$ cat config.mk
export PLATFORM = sky130hd
export DESIGN_NAME = lpht_mod
export DESIGN_NICKNAME = d
export VERILOG_FILES = /design/src/design/lpht_pkg.sv /design/src/design/lpht_mod.sv
export SDC_FILE = /design/constraint.sdc
export NUM_CORES = 1
export LEC_CHECK = 0
export BUFFER_PORTS_ARGS = -buffer_cell sky130_fd_sc_hd__buf_2
export CORE_MARGIN = 1.5
export CORE_UTILIZATION = 55
export DETAILED_ROUTE_END_ITERATION = 10
export GPL_ROUTABILITY_DRIVEN = 0
export PLACE_DENSITY_LB_ADDON = 0.25
export SLEW_MARGIN = 5
export SYNTH_ARGS = -nofsm -noshare
export SYNTH_HDL_FRONTEND = slang
export SYNTH_SLANG_ARGS = --single-unit
$ cat constraint.sdc
create_clock -name clk_i -period 4.05 [get_ports clk_i]
set_clock_uncertainty 0.05 [all_clocks]
set_input_delay 0.2025 -clock clk_i [delete_from_list [all_inputs] [get_ports clk_i]]
set_output_delay 0.2025 -clock clk_i [all_outputs]
set_load 0.02 [all_outputs]
$ cat src/design/lpht_pkg.sv
package lpht_pkg;

  localparam int CapacityDef  = 1024;
  localparam int ValueBitsDef = 32;

  localparam int KeyBits   = 64;
  localparam int ValueBits = 32;
  localparam int SizeBits  = 11;
  localparam int SlotBits  = 10;
  localparam int CfgIdxBits = 1;

  localparam logic [SizeBits-1:0] TableSizeRst  = SizeBits'(1024);
  localparam logic [SizeBits-1:0] MaxEntriesRst = SizeBits'(768);

  typedef enum logic [1:0] {
    CMD_SET  = 2'd0,
    CMD_GET  = 2'd1,
    CMD_SCAN = 2'd2,
    CMD_NOP  = 2'd3
  } cmd_e;

  typedef enum logic [2:0] {
    STS_INSERTED    = 3'd0,
    STS_OVERWRITTEN = 3'd1,
    STS_FOUND       = 3'd2,
    STS_NOT_FOUND   = 3'd3,
    STS_FULL        = 3'd4,
    STS_SCAN_END    = 3'd5
  } status_e;

  typedef enum logic [CfgIdxBits-1:0] {
    REG_TABLE_SIZE  = 1'b0,
    REG_MAX_ENTRIES = 1'b1
  } cfg_reg_e;

  typedef enum logic [1:0] {
    FSM_CLEAR,
    FSM_IDLE,
    FSM_MOD,
    FSM_PROBE
  } fsm_e;

  typedef struct packed {
    logic [1:0]           command;
    logic [KeyBits-1:0]   key;
    logic [ValueBits-1:0] value;
    logic [SizeBits-1:0]  start_slot;
  } req_t;

  typedef struct packed {
    logic [2:0]           status;
    logic [KeyBits-1:0]   found_key;
    logic [ValueBits-1:0] found_value;
    logic [SlotBits-1:0]  slot;
    logic [SizeBits-1:0]  next_slot;
  } resp_t;

endpackage

$ cat src/design/lpht_mod.sv
module lpht_mod (
  input  logic                          clk_i,
  input  logic                          rst_ni,
  input  logic                          start_i,
  input  logic [lpht_pkg::KeyBits-1:0]  dividend_i,
  input  logic [lpht_pkg::SizeBits-1:0] divisor_i,
  output logic                          done_o,
  output logic [lpht_pkg::SizeBits-1:0] rem_o
);
  import lpht_pkg::*;

  localparam int StepW = $clog2(KeyBits);

  logic                active_q, active_d;
  logic                done_q, done_d;
  logic [StepW-1:0]    step_q, step_d;
  logic [KeyBits-1:0]  shreg_q, shreg_d;
  logic [SizeBits-1:0] div_q, div_d;
  logic [SizeBits-1:0] rem_q, rem_d;
  logic [SizeBits:0]   trial;
  logic [SizeBits:0]   diff;

  // restoring remainder, one dividend bit per cycle
  assign trial = {rem_q, shreg_q[KeyBits-1]};
  assign diff  = trial - {1'b0, div_q};

  always_comb begin
    active_d = active_q;
    done_d   = 1'b0;
    step_d   = step_q;
    shreg_d  = shreg_q;
    div_d    = div_q;
    rem_d    = rem_q;
    if (start_i) begin
      active_d = 1'b1;
      step_d   = '0;
      shreg_d  = dividend_i;
      div_d    = divisor_i;
      rem_d    = '0;
    end else if (active_q) begin
      shreg_d = {shreg_q[KeyBits-2:0], 1'b0};
      rem_d   = (trial >= {1'b0, div_q}) ? diff[SizeBits-1:0] : trial[SizeBits-1:0];
      step_d  = step_q + 1'b1;
      if (step_q == StepW'(KeyBits - 1)) begin
        active_d = 1'b0;
        done_d   = 1'b1;
      end
    end
  end

  always_ff @(posedge clk_i or negedge rst_ni) begin
    if (!rst_ni) begin
      active_q <= 1'b0;
      done_q   <= 1'b0;
      step_q   <= '0;
    end else begin
      active_q <= active_d;
      done_q   <= done_d;
      step_q   <= step_d;
    end
  end

  always_ff @(posedge clk_i) begin
    shreg_q <= shreg_d;
    div_q   <= div_d;
    rem_q   <= rem_d;
  end

  assign done_o = done_q;
  assign rem_o  = rem_q;

endmodule
==> impl_metrics.ini, run 1 <==
[run_status]
outcome = complete, no violations

[clock_tree]
path_clk_slew_ns = 0.09
cts-buffers-inserted = 9
clkSinkCount = 94
clk_latency_ns = 0.35
clk_root_buffer_cell = clkbuf_8
htree_levels = 3
ctsResizeCount = 0
cts_tree = done
clockBufferDepth = 2

[cells_and_area]
n_fill_cell = 580
nets = 511
area_growth_pct = 19.7
final_cell_area_mm2 = 0.00526
instances_no_fill = 527
final_util_pct = 68.1
diodes = 0
layout-drive-gt1-share_pct = 42.1
multi_input_area_mm2 = 0.00162
regArea_mm2 = 0.00267

[critical_path]
cp-end-kind = flip-flop
crit_path_start_kind = flip-flop
max_stage_delay_ns = 0.41
cp_cell_sequence = inv_1 > ha_1 > fa_1 > nand2b_2 > o2bb2ai_2 > a211o_1 > nand2_1 > mux2_2 > a22o_1
crit_required_ns = 4.24
critical_path_class = reg2reg
cpMaxStageDelayCell = fa_1
crit_fanout = 8
cp_data_arrival_time_ns = 2.88

[floorplanning]
io_pins = 90
dieWidth_um = 92.4
initial_core_util_pct = 56.9
core_area_mm2 = 0.00773
die_h_um = 92.4
die-area_mm2 = 0.00854
rows = 32

[synth]
synth-edff-count = 75
synth_top_cell_by_area = edfxtp_1
synth_warnings = 0
ys_seq_area_share_pct = 60.8
syn_inst = 317
synth_top_cell_area_share_pct = 51.2
ys.flop_type = edfxtp_1
synthArstFlopShare_pct = 8.51
synth_most_common_cell = edfxtp_1
syn_nets = 408
synth-seq-cells = 94
netlist_area_mm2 = 0.00440
syn_area_per_cell_um2 = 13.9
synth_area_leaders = edfxtp_1 (51%), mux2_2 (17%), dfxtp_1 (5.0%)
ys_types = 44
netlist_top_cells_count = edfxtp_1 (75), mux2_2 (65), nor2_1 (20)

[sta]
hold_violations = 0
drv_slew = 0
period_share_pct = 66.3
tightest_slew_ns = 0.819
layout_min_cycle_time_ns = 2.69
max_freq_mhz = 372
holdWs_ns = 0.0848
tns_ns = 0
slew_headroom_pct = 45.4
rsz0062_at_grt = no
setup_viol = 0

[grt]
overflow = 0
grt_antenna_before_repair = 0
grt_usage_pct = 19.9
grt_pass1_vias = 2846
grt_max_degree = 65
grt_first_pass_wirelength_um = 13100

[routing]
drtIter0Drc = 154
routed_wl_um = 8170
num_vias = 2844
postRouteAntennaNets = 0
via_per_inst = 5.40
drt-pass1-iter-count = 4
wl_per_cell_um = 15.5
drc = 0

[placement]
place_area_mm2 = 0.00494
dp.cells = 499
hpwl_um = 5510
port_buffers = 89

[min_path]
hold_class = in2reg

[job]
cap_viol_max_count = 0

[power]
power.density_mw_per_mm2 = 508
p_leak_nw = 2.21
ir_drop_v = 0.000252
## cells in the final DEF, fill, tap and decap left out, types with 12 or more instances in the layout
cell type / netlist / layout
a21oi_1: 14 / 14
buf_2: 0 / 88
dlygate4sd3_1: 0 / 12
edfxtp_1: 75 / 75
ha_1: 12 / 12
inv_1: 16 / 15
mux2_2: 65 / 65
nand2_1: 13 / 13
nor2_1: 20 / 20
o21ai_0: 15 / 15
## final timing paths
check | startpoint | depth (start not counted) | end | slack, ns
worst min register to register | rem_o[2] | 2 | rem_o[2] | 0.45
max in group asynchronous | rst_ni | 2 | step_q[2] | 3.62
worst max-delay path | shreg_q[63] | 9 | rem_o[3] | 1.36
worst min-delay path | dividend_i[0] | 2 | shreg_q[0] | 0.08
worst max register to register | shreg_q[63] | 9 | rem_o[3] | 1.36
min in group asynchronous | rst_ni | 2 | step_q[4] | 0.17
## through the flow
stage	setup WS, ns	power (W)
final	1.36	0.00267
after global routing	1.28	0.00282
after CTS	1.38	0.00269
after detailed placement	1.39	0.00204
after global placement	1.47	0.00202
after floorplan	1.44	0.00184
## power breakdown
| part | leakage [nW] | switching (W) | internal [W] |
|---|---|---|---|
| Clock | 0.0997 | 0.000346 | 0.000295 |
| Combinational | 1.13 | 0.000417 | 0.000363 |
| Sequential | 0.982 | 0.0000778 | 0.00118 |
## layout make-up
| class | instances | share of cell area [%] |
|---|---|---|
| clock buffers | 9 | 2.35 |
| well taps | 102 | 2.42 |
| clock inverters | 7 | 1.55 |
| repair buffers | 103 | 11.1 |
| multi-input cells | 196 | 30.7 |
| inverters | 16 | 1.14 |
| flip-flops and latches | 94 | 50.8 |
## cell families (layout without fill, tap and decap cells)
family | count (synthesis) | after routing | share of synthesized area [%]
and+or+nand+nor | 57 | 57 | 6.46
buffers and inverters | 27 | 135 | 2.48
muxes | 67 | 67 | 17.1
adders and majority gates | 13 | 13 | 3.87
AOI/OAI and AO/OA | 51 | 51 | 7.71
DFF | 94 | 94 | 60.8
xor gates and xnor gates | 8 | 8 | 1.59
## repair_timing
action | 4_1_cts | 5_1_grt
hold buffers | 12 | 0
endpoints found under the setup margin | 0 | 0
endpoints found under the hold margin | 19 | 0
buffers inserted | 0 | 0
## metal layers
layer | vias to the layer above | routed length (µm) | GRT usage (%)
li1 | 1392 | - | -
met5 | - | 0 | 0
met2 | 71 | 4050 | 32.4
met1 | 1369 | 3600 | 25.4
met4 | 0 | 138 | 9.10
met3 | 12 | 386 | 4.68
## state kept, by name (all words and copies together), names as in the netlist
name	flops
div_q	11
step_q	6
done_o	1
rem_o	11
active_q	1
shreg_q	64
## critical path, delay by kind of cell, from the launching register on
family | cells | cell delay (ns)
fa+ha+maj | 2 | 0.63
mux | 1 | 0.36
simple gates | 2 | 0.43
buf+inv | 1 | 0.05
flops | 1 | 0.35
compound gates | 3 | 0.71
(Power assumes the default switching activity.)
==> run 2: changes to the inputs <==
ABC_AREA = 1   (was default)
CORE_UTILIZATION = 50   (was 55)
clock period = 2.4 ns   (was 4.05 ns; I/O delays follow)
==> run 2 against run 1 <==
- combinational power up 120%
- sequential power up 68%
- critical path depth grew 4
- critical endpoint is now rem_o[2]
- die area is 17% higher
- first-iteration DRC count up 73%
- non-clock buffer count rose by 66
- synthesized cell count up 71%
- clock-buffer cell count stayed put
- largest power group unchanged
- critical path type unchanged
- core utilization down 1.3 points
- synthesized area up 6.9%
==> impl_metrics.ini, run 2 <==
[routing]
wl_per_cell_um = 13.1
top_layer = met4
routed-wl-met2_um = 5400
drtIter0Drc = 267
met3_length_um = 542
met1Wirelength_um = 4560
num_vias = 4036
postRouteAntennaNets = 0
drc = 0
routed_wl_um = 10700
drt-pass1-iter-count = 5
via_per_inst = 4.93

[critical_path]
crit_path_start_kind = flip-flop
crit_fanout = 11
critical_path_class = reg2reg
crit_required_ns = 2.61
cp-end-kind = flip-flop
cp_data_arrival_time_ns = 2.32

[placement]
port_buffers = 89
dp.cells = 730
hpwl_um = 6880
place_ws_ns = 0.322

[synth]
synth_top_cell_area_share_pct = 47.9
ys_types = 27
ys_seq_area_share_pct = 56.8
synth-edff-count = 75
netlist_top_cells_count = nand2_1 (265), edfxtp_1 (75), inv_1 (56)
syn_inst = 542
synth-seq-cells = 94
synth_most_common_cell = nand2_1
syn_area_per_cell_um2 = 8.68
synth_top_cell_by_area = edfxtp_1
synth_warnings = 0
netlist_area_mm2 = 0.00470
synth_area_leaders = edfxtp_1 (48%), nand2_1 (21%), dfxtp_1 (4.7%)
ys.flop_type = edfxtp_1
synthArstFlopShare_pct = 8.51
syn_nets = 633

[job]
cap_viol_max_count = 0

[cells_and_area]
layout_commonest_cell = nand2_1
diodes = 0
largest_register_ffs = 64
layout_common_cells = nand2_1 (265), buf_2 (89), edfxtp_1 (75)
instances_no_fill = 818
largest_register = shreg_q
n_fill_cell = 741
multi_input_area_mm2 = 0.00169
final_util_pct = 66.8
nets = 793
layout-drive-gt1-share_pct = 19.1
area_growth_pct = 30.7
regArea_mm2 = 0.00267

[sta]
rsz0062_at_grt = no
hold_violations = 0
fin_ws_ns = 0.292
drv_slew = 0
tightest_slew_ns = 0.801
tns_ns = 0
slew_headroom_pct = 46.4
max_freq_mhz = 474
period_share_pct = 87.8
setup_viol = 0
layout_min_cycle_time_ns = 2.11

[clock_tree]
path_clk_slew_ns = 0.10
ctsResizeCount = 0
cts_tree = done
clk_latency_ns = 0.36
ctsHoldBuffers = 72
clockBufferDepth = 2
clk_root_buffer_cell = clkbuf_8
cts-buffers-inserted = 9
htree_levels = 3
cts_setup_buffers = 0
clkSinkCount = 94

[power]
power.density_mw_per_mm2 = 774
p_leak_nw = 3.12
ir_drop_v = 0.000384

[min_path]
hold_class = in2reg

[floorplanning]
die-area_mm2 = 0.0100
rows = 35
core_area_mm2 = 0.00920
die_h_um = 100
initial_core_util_pct = 51.1
io_pins = 90
dieWidth_um = 100

[grt]
overflow = 0
grt_max_degree = 41
grt_usage_pct = 22.6
grt_antenna_before_repair = 0
grt_pass1_vias = 4002
grt_first_pass_wirelength_um = 17700

[run_status]
outcome = complete, no violations
-- run 2: cells by family (layout without fill, tap and decap cells) --
logic type | Yosys count | count (layout) | share of synthesized area (%)
adders and majority gates | 13 | 13 | 3.62
xor gates and xnor gates | 3 | 3 | 0.559
DFF | 94 | 94 | 56.8
buffers and inverters | 79 | 244 | 7.21
AOI/OAI and AO/OA | 17 | 17 | 2.05
and+or+nand+nor | 336 | 336 | 29.7
-- run 2: power breakdown --
part | total (W) | switching (W) | internal, W
registers | 0.00210 | 0.000129 | 0.00197
clock network | 0.000939 | 0.000558 | 0.000380
logic | 0.00172 | 0.00104 | 0.000680
total | 0.00476 | 0.00172 | 0.00303
-- run 2: final cells by class --
class,instances,share of cell area [%]
clock buffer,9,2.02
clock inverter,7,0.794
inverter,59,3.60
tap,111,2.26
timing repair buffer,169,20.4
sequential,94,43.5
multi-input combinational,369,27.5
-- run 2: worst paths after layout --
path | start | endpoint | slack, ns | cells after the start
setup / recovery | shreg_q[63] | rem_o[2] | 0.29 | 13
setup reg to reg | shreg_q[63] | rem_o[2] | 0.29 | 13
min in group asynchronous | rst_ni | step_q[4] | 0.08 | 2
max in group asynchronous | rst_ni | step_q[3] | 2.05 | 2
hold reg to reg | step_q[4] | step_q[4] | 0.42 | 1
hold / removal | dividend_i[3] | shreg_q[3] | 0.01 | 3
-- run 2: critical path, cell delays in order (launching register included) --
cell and delay [ns]:
edfxtp_1 0.33, inv_1 0.05, ha_1 0.23, fa_1 0.40, inv_1 0.11, nand2_1 0.06, nand2_1 0.09, nand2_2 0.06
nand2_1 0.07, nand2_2 0.06, nand3_2 0.22, nand2_1 0.11, nand3_2 0.09, o21ai_2 0.06
-- run 2: metrics by stage --
stage	hold WS (ns)	power (W)	instance area [µm²]
finish	0.0125	0.00476	6150
detailed placement	-0.0760	0.00374	5250
CTS	0.00212	0.00477	6150
floorplan	-0.226	0.00338	4700
global route	0.00220	0.00509	6150
global placement	-0.0803	0.00370	5250
-- run 2: per-layer routing --
layer / global-route usage [%] / vias to the layer above
met1: 28.4 / 1841
met5: 0 / -
met4: 8.99 / 0
li1: - / 2048
met3: 3.48 / 21
met2: 39.4 / 126
